## src/design/xid_pkg.sv

```systemverilog
package xid_pkg;

  localparam int MaxInstrBytes = 6;
  localparam int CntW = 3;

  localparam logic [1:0] StOk        = 2'd0;
  localparam logic [1:0] StUnknown   = 2'd1;
  localparam logic [1:0] StInvalid   = 2'd2;
  localparam logic [1:0] StTruncated = 2'd3;

  localparam logic [3:0] ClsMovRegRm  = 4'd0;
  localparam logic [3:0] ClsMovSeg    = 4'd1;
  localparam logic [3:0] ClsMovImmRm  = 4'd2;
  localparam logic [3:0] ClsMovImmReg = 4'd3;
  localparam logic [3:0] ClsMovAcc    = 4'd4;
  localparam logic [3:0] ClsAluRm     = 4'd5;
  localparam logic [3:0] ClsAluImmRm  = 4'd6;
  localparam logic [3:0] ClsAluImmAcc = 4'd7;
  localparam logic [3:0] ClsJcc       = 4'd8;
  localparam logic [3:0] ClsLoop      = 4'd9;
  localparam logic [3:0] ClsNone      = 4'd15;

  // Decoded instruction record, also the payload of the result channel.
  typedef struct packed {
    logic [1:0]  status;
    logic [3:0]  instr_class;
    logic [3:0]  operation;
    logic        is_wide;
    logic        reg_is_dest;
    logic [2:0]  reg_code;
    logic [1:0]  mode;
    logic [2:0]  rm_code;
    logic [15:0] disp_or_addr;
    logic [15:0] immediate;
    logic [8:0]  jump_offset;
    logic [2:0]  length;
  } dec_t;

  function automatic logic [3:0] opcode_class(input logic [7:0] b0);
    logic [3:0] c;
    c = ClsNone;
    if ((b0 & 8'hFC) == 8'h88) c = ClsMovRegRm;
    else if (b0 == 8'h8C || b0 == 8'h8E) c = ClsMovSeg;
    else if ((b0 & 8'hFE) == 8'hC6) c = ClsMovImmRm;
    else if ((b0 & 8'hF0) == 8'hB0) c = ClsMovImmReg;
    else if ((b0 & 8'hFC) == 8'hA0) c = ClsMovAcc;
    else if ((b0 & 8'hC4) == 8'h00) c = ClsAluRm;
    else if ((b0 & 8'hFC) == 8'h80) c = ClsAluImmRm;
    else if ((b0 & 8'hC6) == 8'h04) c = ClsAluImmAcc;
    else if ((b0 & 8'hF0) == 8'h70) c = ClsJcc;
    else if ((b0 & 8'hFC) == 8'hE0) c = ClsLoop;
    return c;
  endfunction

  function automatic logic [15:0] sext8(input logic [7:0] b);
    return {{8{b[7]}}, b};
  endfunction

endpackage

```

## src/design/xid_front.sv

```systemverilog
module xid_front (
  input  logic            clk,
  input  logic            rst_n,
  input  logic            in_valid,
  output logic            in_ready,
  input  logic [7:0]      code_byte,
  input  logic            is_last_byte,
  output logic            q_push,
  output xid_pkg::dec_t   q_data,
  input  logic            q_full
);

  logic [7:0] buf_r [xid_pkg::MaxInstrBytes];
  logic [xid_pkg::CntW-1:0] cnt_r, cnt_nxt;
  logic halted_r, halted_nxt;

  logic [7:0] b [xid_pkg::MaxInstrBytes];
  logic [xid_pkg::CntW-1:0] cnt1;
  logic [3:0] cls;
  logic [1:0] md;
  logic [2:0] rg, rmv;
  logic w, sbit;
  logic [2:0] nd, need;
  logic has_modrm;
  logic [15:0] dsp, imm;
  logic [8:0] joff;
  xid_pkg::dec_t d;
  logic emit;

  assign in_ready = !halted_r && !q_full;
  assign cnt1 = cnt_r + 3'd1;

  // View of the buffer with the arriving byte already in place.
  always_comb begin
    for (int i = 0; i < xid_pkg::MaxInstrBytes; i++) begin
      b[i] = (cnt_r == 3'(i)) ? code_byte : buf_r[i];
    end
  end

  function automatic logic [15:0] word_at(input logic [7:0] lo, input logic [7:0] hi);
    return {hi, lo};
  endfunction

  always_comb begin
    logic [7:0] bimm_lo, bimm_hi;
    cls = xid_pkg::opcode_class(b[0]);
    md = b[1][7:6];
    rg = b[1][5:3];
    rmv = b[1][2:0];
    w = b[0][0];
    sbit = b[0][1];
    case (md)
      2'd0: nd = (rmv == 3'd6) ? 3'd2 : 3'd0;
      2'd1: nd = 3'd1;
      2'd2: nd = 3'd2;
      default: nd = 3'd0;
    endcase
    // Immediate bytes that follow the displacement.
    case (nd)
      3'd1: begin bimm_lo = b[3]; bimm_hi = b[4]; end
      3'd2: begin bimm_lo = b[4]; bimm_hi = b[5]; end
      default: begin bimm_lo = b[2]; bimm_hi = b[3]; end
    endcase
    d = '0;
    d.status = xid_pkg::StOk;
    d.instr_class = cls;
    has_modrm = 1'b0;
    need = 3'd2;
    dsp = '0;
    imm = '0;
    joff = '0;
    unique case (cls)
      xid_pkg::ClsMovRegRm, xid_pkg::ClsAluRm: begin
        has_modrm = 1'b1; need = 3'd2 + nd;
        d.reg_is_dest = b[0][1]; d.reg_code = rg; d.is_wide = w;
        if (cls == xid_pkg::ClsAluRm) d.operation = {1'b0, b[0][5:3]};
      end
      xid_pkg::ClsMovSeg: begin
        has_modrm = 1'b1; need = 3'd2 + nd;
        d.reg_is_dest = b[0][1]; d.reg_code = rg; d.is_wide = 1'b1;
      end
      xid_pkg::ClsMovImmRm: begin
        has_modrm = 1'b1; need = 3'd2 + nd + (w ? 3'd2 : 3'd1);
        d.is_wide = w;
        imm = w ? word_at(bimm_lo, bimm_hi) : {8'd0, bimm_lo};
      end
      xid_pkg::ClsMovImmReg: begin
        d.is_wide = b[0][3]; d.reg_code = b[0][2:0];
        need = b[0][3] ? 3'd3 : 3'd2;
        imm = b[0][3] ? word_at(b[1], b[2]) : {8'd0, b[1]};
      end
      xid_pkg::ClsMovAcc: begin
        d.is_wide = w; d.reg_is_dest = b[0][1]; need = 3'd3;
        dsp = word_at(b[1], b[2]);
      end
      xid_pkg::ClsAluImmRm: begin
        has_modrm = 1'b1; d.is_wide = w; d.operation = {1'b0, rg};
        need = 3'd2 + nd + ((w && !sbit) ? 3'd2 : 3'd1);
        if (w && !sbit) imm = word_at(bimm_lo, bimm_hi);
        else if (w) imm = xid_pkg::sext8(bimm_lo);
        else imm = {8'd0, bimm_lo};
      end
      xid_pkg::ClsAluImmAcc: begin
        d.is_wide = w; d.operation = {1'b0, b[0][5:3]};
        need = w ? 3'd3 : 3'd2;
        imm = w ? word_at(b[1], b[2]) : {8'd0, b[1]};
      end
      xid_pkg::ClsJcc, xid_pkg::ClsLoop: begin
        d.operation = (cls == xid_pkg::ClsJcc) ? b[0][3:0] : {2'b0, b[0][1:0]};
        joff = {b[1][7], b[1]} + 9'd2;
      end
      default: ;
    endcase
    if (has_modrm) begin
      d.mode = md; d.rm_code = rmv;
      if (nd == 3'd1) dsp = xid_pkg::sext8(b[2]);
      else if (nd == 3'd2) dsp = word_at(b[2], b[3]);
    end
    d.disp_or_addr = dsp;
    d.immediate = imm;
    d.jump_offset = joff;
    d.length = need;
  end

  always_comb begin
    emit = 1'b0;
    q_data = d;
    cnt_nxt = cnt1;
    halted_nxt = halted_r;
    if (cnt1 < 3'd2) begin
      if (is_last_byte) begin
        emit = 1'b1; q_data = '0; q_data.status = xid_pkg::StTruncated;
      end
    end else if (cls == xid_pkg::ClsNone) begin
      emit = 1'b1; q_data = '0; q_data.status = xid_pkg::StUnknown;
    end else if ((cls == xid_pkg::ClsMovSeg && rg[2]) ||
                 (cls == xid_pkg::ClsMovImmRm && (rg != 3'd0 || md == 2'd3))) begin
      emit = 1'b1; q_data = '0; q_data.status = xid_pkg::StInvalid;
    end else if (cnt1 >= need) begin
      emit = 1'b1; cnt_nxt = '0;
    end else if (is_last_byte) begin
      emit = 1'b1; q_data = '0; q_data.status = xid_pkg::StTruncated;
    end
    if (emit && q_data.status != xid_pkg::StOk) begin
      halted_nxt = 1'b1; cnt_nxt = '0;
    end
  end

  assign q_push = in_valid && in_ready && emit;

  always_ff @(posedge clk) begin
    if (!rst_n) begin
      cnt_r <= '0;
      halted_r <= 1'b0;
    end else if (in_valid && in_ready) begin
      cnt_r <= cnt_nxt;
      halted_r <= halted_nxt;
    end
  end

  always_ff @(posedge clk) begin
    if (in_valid && in_ready && cnt_r < 3'(xid_pkg::MaxInstrBytes)) begin
      buf_r[cnt_r] <= code_byte;
    end
  end

endmodule

```

## src/design/xid_queue.sv

```systemverilog
module xid_queue (
  input  logic          clk,
  input  logic          rst_n,
  input  logic          push,
  input  xid_pkg::dec_t push_data,
  output logic          full,
  output logic          out_tvalid,
  input  logic          out_tready,
  output xid_pkg::dec_t out_data
);

  // Two-entry queue; the head entry drives the result channel directly.
  xid_pkg::dec_t mem_r [2];
  logic rd_r, wr_r;
  logic [1:0] cnt_r;
  logic pop;

  assign pop = out_tvalid && out_tready;
  assign full = (cnt_r == 2'd2);
  assign out_tvalid = (cnt_r != 2'd0);
  assign out_data = mem_r[rd_r];

  always_ff @(posedge clk) begin
    if (!rst_n) begin
      rd_r <= 1'b0;
      wr_r <= 1'b0;
      cnt_r <= '0;
    end else begin
      if (push) wr_r <= !wr_r;
      if (pop) rd_r <= !rd_r;
      cnt_r <= cnt_r + {1'b0, push} - {1'b0, pop};
    end
  end

  always_ff @(posedge clk) begin
    if (push) mem_r[wr_r] <= push_data;
  end

endmodule

```

## src/design/x86_16bit_instruction_decoder_top.sv

```systemverilog
// 8086 subset instruction decoder.
// Input channel: one code byte per transfer; in_tlast marks the final byte of
// the code stream. Result channel: one decoded instruction per transfer, or an
// error record whose status is nonzero and whose other fields are zero.
// The result of an instruction is written into the queue at the transfer of its
// final byte. Throughput: one byte per cycle while in_tready is high; a byte that
// completes an instruction is taken in the same cycle as any other.
// The front end collects bytes and decodes on the fly; a two-entry queue holds
// finished results, so the byte stream keeps flowing while one result waits.
// When the receiver stalls and the queue fills, in_tready falls until a result
// is taken.
// After an error the block drops in_tready for good and stays halted until
// reset. Reset clears the byte count, the halt flag and the queue.
module x86_16bit_instruction_decoder_top (
  input  logic        clk,
  input  logic        rst_n,
  input  logic        in_tvalid,
  output logic        in_tready,
  input  logic [7:0]  in_tdata,   // code_byte
  input  logic        in_tlast,   // is_last_byte
  output logic        out_tvalid,
  input  logic        out_tready,
  output logic [63:0] out_tdata   // status, instr_class, operation, is_wide,
                                  // reg_is_dest, reg_code, mode, rm_code,
                                  // disp_or_addr, immediate, jump_offset, length
);

  logic q_push, q_full;
  xid_pkg::dec_t q_in, q_out;

  xid_front u_front (
    .clk, .rst_n,
    .in_valid(in_tvalid), .in_ready(in_tready),
    .code_byte(in_tdata), .is_last_byte(in_tlast),
    .q_push, .q_data(q_in), .q_full
  );

  xid_queue u_queue (
    .clk, .rst_n,
    .push(q_push), .push_data(q_in), .full(q_full),
    .out_tvalid, .out_tready, .out_data(q_out)
  );

  assign out_tdata = {q_out.length, q_out.jump_offset, q_out.immediate,
                      q_out.disp_or_addr, q_out.rm_code, q_out.mode, q_out.reg_code,
                      q_out.reg_is_dest, q_out.is_wide, q_out.operation,
                      q_out.instr_class, q_out.status};

endmodule

```

## config.mk

```make
export PLATFORM = sky130hd
export DESIGN_NAME = x86_16bit_instruction_decoder_top
export DESIGN_NICKNAME = d
export VERILOG_FILES = /design/src/design/xid_pkg.sv /design/src/design/xid_front.sv /design/src/design/xid_queue.sv /design/src/design/x86_16bit_instruction_decoder_top.sv
export SDC_FILE = /design/constraint.sdc
export NUM_CORES = 1
export LEC_CHECK = 0
export BUFFER_PORTS_ARGS = -buffer_cell sky130_fd_sc_hd__buf_2
export CAP_MARGIN = 40
export CORE_ASPECT_RATIO = 0.7
export CORE_UTILIZATION = 56
export CTS_BUF_LIST = sky130_fd_sc_hd__clkbuf_4
export CTS_CLUSTER_SIZE = 24
export DETAILED_ROUTE_END_ITERATION = 12
export PLACE_DENSITY_LB_ADDON = 0.2
export SETUP_SLACK_MARGIN = 0.3
export SLEW_MARGIN = 20
export SYNTH_ARGS = -nofsm -noshare
export SYNTH_HDL_FRONTEND = slang
export SYNTH_SLANG_ARGS = --single-unit
```

## constraint.sdc

```tcl
create_clock -name clk -period 7.1 [get_ports clk]
set_input_delay 1.42 -clock clk [delete_from_list [all_inputs] [get_ports clk]]
set_output_delay 1.42 -clock clk [all_outputs]
set_load 0.01 [all_outputs]
```

Yosys cells after proc, flatten, opt, wreduce, memory -nomap -nowiden:

Memories as Yosys holds them, arrays and structs flattened. A register that Yosys moved wholly into a read port is not among the register bits.
Cells that the tools add are included.

* add/subtract/negate cells: 7
* multiply operators: 0
* divide/modulo/power cells: 0
* order comparisons: 3
* equality and inequality tests: 32
* shift-type cells: 0
* multiplexer cells: 65
* bitwise gates (word level): 0
* reductions and logical operators: 31

Operator list (count)
* 64-bit 2-to-1 mux: 5
* 16-bit 2-to-1 mux: 9
* 16-bit one-hot mux with 4 select lines: 1
* 8-bit 2-to-1 mux: 6
* 4-bit 2-to-1 mux: 10
* 8-bit one-hot mux with 2 select lines: 2
* 6-bit == test (second input constant): 4
* 3-bit 2-to-1 mux: 7
* 4-bit by 3-bit == test with 1-bit output (second input constant): 5
* 3-bit one-hot mux with 6 select lines: 1
* 4-bit == test (second input constant): 4
* 8-bit == test (second input constant): 2
* 4-bit one-hot mux with 4 select lines: 1
* 1-bit 2-to-1 mux: 15
* 4-bit by 2-bit == test with 1-bit output (second input constant): 3
* 8-bit by 3-bit adder with 9-bit output (second input constant): 1
* 3-bit by 2-bit == test with 1-bit output (second input constant): 3
* 3-bit == test (second input constant): 3
* 1-bit logical AND: 9
* 9-bit 2-to-1 mux: 1
* 3-bit one-hot mux with 3 select lines: 1
* 8-bit zero test: 1
* 7-bit == test (second input constant): 1
* 3-bit adder: 2
* other kinds (28): 41

* register bits: 8
* bits in latches: 0
* bits in writable memories: 176
* ROM bits: 0
* input port bits: 13
* word-level logic and storage cells: 145
* memories: 2

Memory list
* u_queue.mem_r: words 2, width 64, read ports 1, clocked after Yosys merged registers in 1, wr ports 1, line xid_queue.sv:13 `xid_pkg::dec_t mem_r [2];`
* u_front.buf_r: words 6, width 8, read ports 6, clocked after Yosys merged registers in 0, wr ports 1, line xid_front.sv:13 `logic [7:0] buf_r [xid_pkg::MaxInstrBytes];`

Depth between registers and ports, before layout:

* depth in word-level cells: 26
* mapped depth: 21
* gate-level depth less buffers: 17

Cells and area by module:

From an unflattened synthesis, not the netlist that was laid out.

* cell total of the unflattened synthesis: 717
* area, all modules: 9560.4 µm²

Modules (own cells, without submodules)
* xid_queue: times used 1, cells an instance 222, area an instance 5165.0 µm², seq. area each 3943.8 µm²
* xid_front: times used 1, cells an instance 495, area an instance 4395.5 µm², seq. area each 1521.5 µm²

Least setup slack after synthesis:

No wires, ideal clock.

* path kind: input to register
* from: input port in_tdata[7]
* to: memory u_queue.mem_r[1][0] in the netlist's numbering, enable pin
* arrival: 6.814 ns
* required time: 6.614 ns
* slack: -0.201 ns
* stages on the path: 16
* cells stage by stage: clkbuf_2 -> nor4bb_1 -> a31o_2 -> nand4_1 -> o21ai_0 -> inv_1 -> fa_1 -> nand2_1 -> and3_1 -> ha_1 -> a21o_1 -> a21o_1 -> a221oi_2 -> o211ai_1 -> nand2_1 -> nor2_1

* longest elaborated chain between the ends: 23

RTL lines
* start, declared: line x86_16bit_instruction_decoder_top.sv:19 `input logic [7:0] in_tdata,`
* 8-bit 2-to-1 mux: line xid_front.sv:36 `b[i] = (cnt_r == 3'(i)) ? code_byte : buf_r[i];`
* 6-bit == test: line xid_pkg.sv:51 `else if ((b0 & 8'hFC) == 8'hE0) c = ClsLoop;`
* 3-bit 2-to-1 mux: line xid_pkg.sv:51
* 4-bit 2-to-1 mux: line xid_pkg.sv:50 `else if ((b0 & 8'hF0) == 8'h70) c = ClsJcc;`
* 4-bit 2-to-1 mux: line xid_pkg.sv:49 `else if ((b0 & 8'hC6) == 8'h04) c = ClsAluImmAcc;`
* 4-bit 2-to-1 mux: line xid_pkg.sv:48 `else if ((b0 & 8'hFC) == 8'h80) c = ClsAluImmRm;`
* 4-bit 2-to-1 mux: line xid_pkg.sv:47 `else if ((b0 & 8'hC4) == 8'h00) c = ClsAluRm;`
* 4-bit 2-to-1 mux: line xid_pkg.sv:46 `else if ((b0 & 8'hFC) == 8'hA0) c = ClsMovAcc;`
* [7 not listed]
* 3-bit greater-or-equal comparator: line xid_front.sv:139 `end else if (cnt1 >= need) begin`
* 1-bit 2-to-1 mux: line xid_front.sv:139
* 1-bit 2-to-1 mux: line xid_front.sv:136 `end else if ((cls == xid_pkg::ClsMovSeg && rg[2]) ||`
* 1-bit 2-to-1 mux *: line xid_front.sv:134 `end else if (cls == xid_pkg::ClsNone) begin`
* 1-bit 2-to-1 mux *: line xid_front.sv:130 `if (cnt1 < 3'd2) begin`
* 1-bit logical AND *: line xid_front.sv:149 `assign q_push = in_valid && in_ready && emit;`
* 1-bit 2-to-1 mux *: line xid_queue.sv:36 `if (push) mem_r[wr_r] <= push_data;`
* 1-bit 2-to-1 mux (implied by the code) *: line xid_queue.sv:36
* end, declared: line xid_queue.sv:13

Mark *: on every way between the ends. The rest lies on a longest branch, timed or not.

==> summary.txt <==
Worst-path clk slew: 0.16 ns
First-pass GRT wire length: 36500 um
H-tree levels: 4
Number of buffers created by CTS: 17
Most frequent cells in the layout: edfxtp_1 (176), mux2_2 (82), buf_2 (80)
Rel. slew slack: 0.452
Die Ht: 110 um
Final cell count without fillers: 1016
Fin util: 0.632
Total number of vias: 6447
CP Data Arrival Time: 6.35 ns
Antenna Nets Post-Route: 0
Syn Area/Cell: 13.4 um2
Routed WL per cell: 23.5 um
Type of origin of the critical path: register
Total gr overflow: 0
Fill cells: 1260
IO Count: 79
DP Cell Count: 981
Clk_lat worst skew: 0.59 ns
Vias in the first global route: 6184
Port bufs: 78
Period utilization: 0.852
Synth Flop Type: edfxtp_1
Leakage power: 0.00367 uW
Final Setup Violations: 0
Clock Path Buffers: 2
Total Nets Final: 804
Worst-margin pin slew: 0.817 ns
Crit path from: u_front.cnt_r[1]$_SDFFE_PN0P_
Post-synth EDFFs: 176
N_diodes: 0
Via density: 6.35
R2r endpoint: u_queue.mem_r[1][30]$_DFFE_PP_
Hold_buf cts: 0
Final setup TNS: 0 ns
Initial antenna violation count: 0
Initial Utilization: 0.574
Yosys warns: 0
WP data required: 7.40 ns
Post-DP HPWL: 16800 um
Core footprint: 16400 um2
Layout cells sized above 1: 0.324
Root Buffer: clkbuf_4
# Post-CTS Setup Buffers: 0
CP Capture Type: register
Ys async rst share: 0
Slew Limit Fails: 0
Placer Congestion: 0.919
Worst r2r src: u_front.cnt_r[1]$_SDFFE_PN0P_
R2R cell count: 19
Max-cap violation count: 0
Site Rows: 39
Post-Syn Area: 9410 um2
1st-iter DRT viols: 723
Crit Path Category: register to register
R2r setup slk: 1.05 ns
Final WL: 23900 um
Full die area: 17300 um2
VDD IR max: 0.000215 V
Post-synth net total: 725
Synthesis-to-finish area growth: 10.1%
Netlist cell types: 79
PwrDens: 273 nW/um2
Worst clock skew: 0.0231 ns
Max Freq: 165 MHz
Largest net degree at the start of global routing: 65
Final min period: 6.05 ns
Hold path cells: 2
Multi-input gate area: 3690 um2
HP Class: register to register
CTS tree: yes
Cts repair resizes: 0
First-pass iteration count of the detailed router: 5
Syn Inst Count: 700
Dpl ws: 1.16 ns
Fin Hold WS: 0.495 ns
Die span in x: 157 um
Synthesis-stage register bit count: 185
Fin. Hold Viols: 0
Highest net fanout along the worst path: 31
Register area share after synthesis: 0.581
Status: finished clean
DRC Markers: 0
Post-route setup slack: 1.05 ns
Sequential Area: 5470 um2
RSZ-0062 raised after global routing: false
Critical Path End: u_queue.mem_r[1][30]$_DFFE_PP_
Commonest non-fill, non-tap cell in the layout: edfxtp_1
Gr usage total: 0.288
CTS sink cnt: 185
==> sequential cells by signal (all words and copies together), names as in the netlist, named ones only <==
name              flops
u_queue.mem_r       128
u_front.buf_r        48
u_queue.cnt_r         2
u_front.halted_r      1
u_queue.wr_r          1
u_queue.rd_r          1
u_front.cnt_r         3
==> layout make-up <==
class	instances	area share
timing repair buffer	96	0.0558
multi-input combinational	461	0.356
sequential	185	0.528
inverter	18	0.00652
tap	225	0.0272
clock inverter	13	0.0134
clock buffer	18	0.0130
==> cell usage after synthesis, drive strengths merged, types with 6 or more instances <==
cell type,n,share of area
o211ai,9,0.0092
a221oi,11,0.016
inv,17,0.0068
dfxtp,9,0.019
clkbuf,20,0.0085
nor4,7,0.0047
nand2,47,0.019
edfxtp,176,0.56
ha,11,0.015
xnor2,7,0.0065
o21ai,28,0.015
or2,10,0.0069
buf,16,0.013
nor2,34,0.015
mux2,83,0.10
nor3,22,0.012
a221o,6,0.0064
a2bb2oi,9,0.0084
a31oi,6,0.0040
mux2i,36,0.041
a21oi,28,0.015
nand2b,8,0.0061
o32ai,9,0.012
nand4,7,0.0053
nand3,14,0.0074
==> report_power, final <==
group	leakage (uW)	internal [uW]	switching, uW
combinational	0.00180	376	531
sequential	0.00172	1310	34.1
clock	0.000146	187	388
total	0.00367	1870	953
==> kinds of logic after synthesis <==
group / after synthesis / share of synthesized area
xor+xnor: 7 / 0.00651
mux: 119 / 0.141
fa+ha+maj: 12 / 0.0168
buf+inv: 54 / 0.0284
flops: 185 / 0.581
simple gates: 176 / 0.0973
compound gates: 147 / 0.130
==> critical path: stages (launching register included) <==
cell      delay (ns)
dfxtp_1         0.50
inv_1           0.14
ha_1            0.30
nand2b_1        0.60
mux2_2          0.53
nand2_1         0.10
buf_4           0.24
clkinv_1        0.32
ha_1            0.34
fa_1            0.53
nand2_1         0.07
and3_1          0.20
ha_1            0.29
a21o_1          0.15
a21o_1          0.25
a21o_1          0.22
o211a_4         0.19
nor2_4          0.35
buf_12          0.25
o32ai_1         0.15
==> metrics by stage <==
| stage | instance area [um2] | power, uW |
|---|---|---|
| after detailed placement | 10000 | 2260 |
| after floorplan | 9410 | 1970 |
| after global routing | 10400 | 2960 |
| final | 10400 | 2830 |
| after CTS | 10300 | 2820 |
| after global placement | 10000 | 2240 |
==> worst min-delay path by stage <==
| stage | from | end | slack (ns) |
|---|---|---|---|
| 4_1_cts | u_queue.wr_r$_SDFFE_PN0P_ | u_queue.wr_r$_SDFFE_PN0P_ | 0.49 |
| 2_1_floorplan | u_front.halted_r$_SDFFE_PN0P_ | u_front.halted_r$_SDFFE_PN0P_ | 0.44 |
| 5_1_grt | u_queue.wr_r$_SDFFE_PN0P_ | u_queue.wr_r$_SDFFE_PN0P_ | 0.52 |
| 3_3_place_gp | u_front.halted_r$_SDFFE_PN0P_ | u_front.halted_r$_SDFFE_PN0P_ | 0.46 |
| 3_5_place_dp | u_front.halted_r$_SDFFE_PN0P_ | u_front.halted_r$_SDFFE_PN0P_ | 0.47 |
| 6_report | u_queue.wr_r$_SDFFE_PN0P_ | u_queue.wr_r$_SDFFE_PN0P_ | 0.49 |
==> metal layers <==
metal | vias up | global-route usage | routed length (um)
met2 | 317 | 0.385 | 9840
met5 | - | 0 | 0
li1 | 2894 | - | -
met3 | 24 | 0.0675 | 2110
met1 | 3212 | 0.462 | 11600
met4 | 0 | 0.0725 | 297
(Power assumes the default switching activity.)
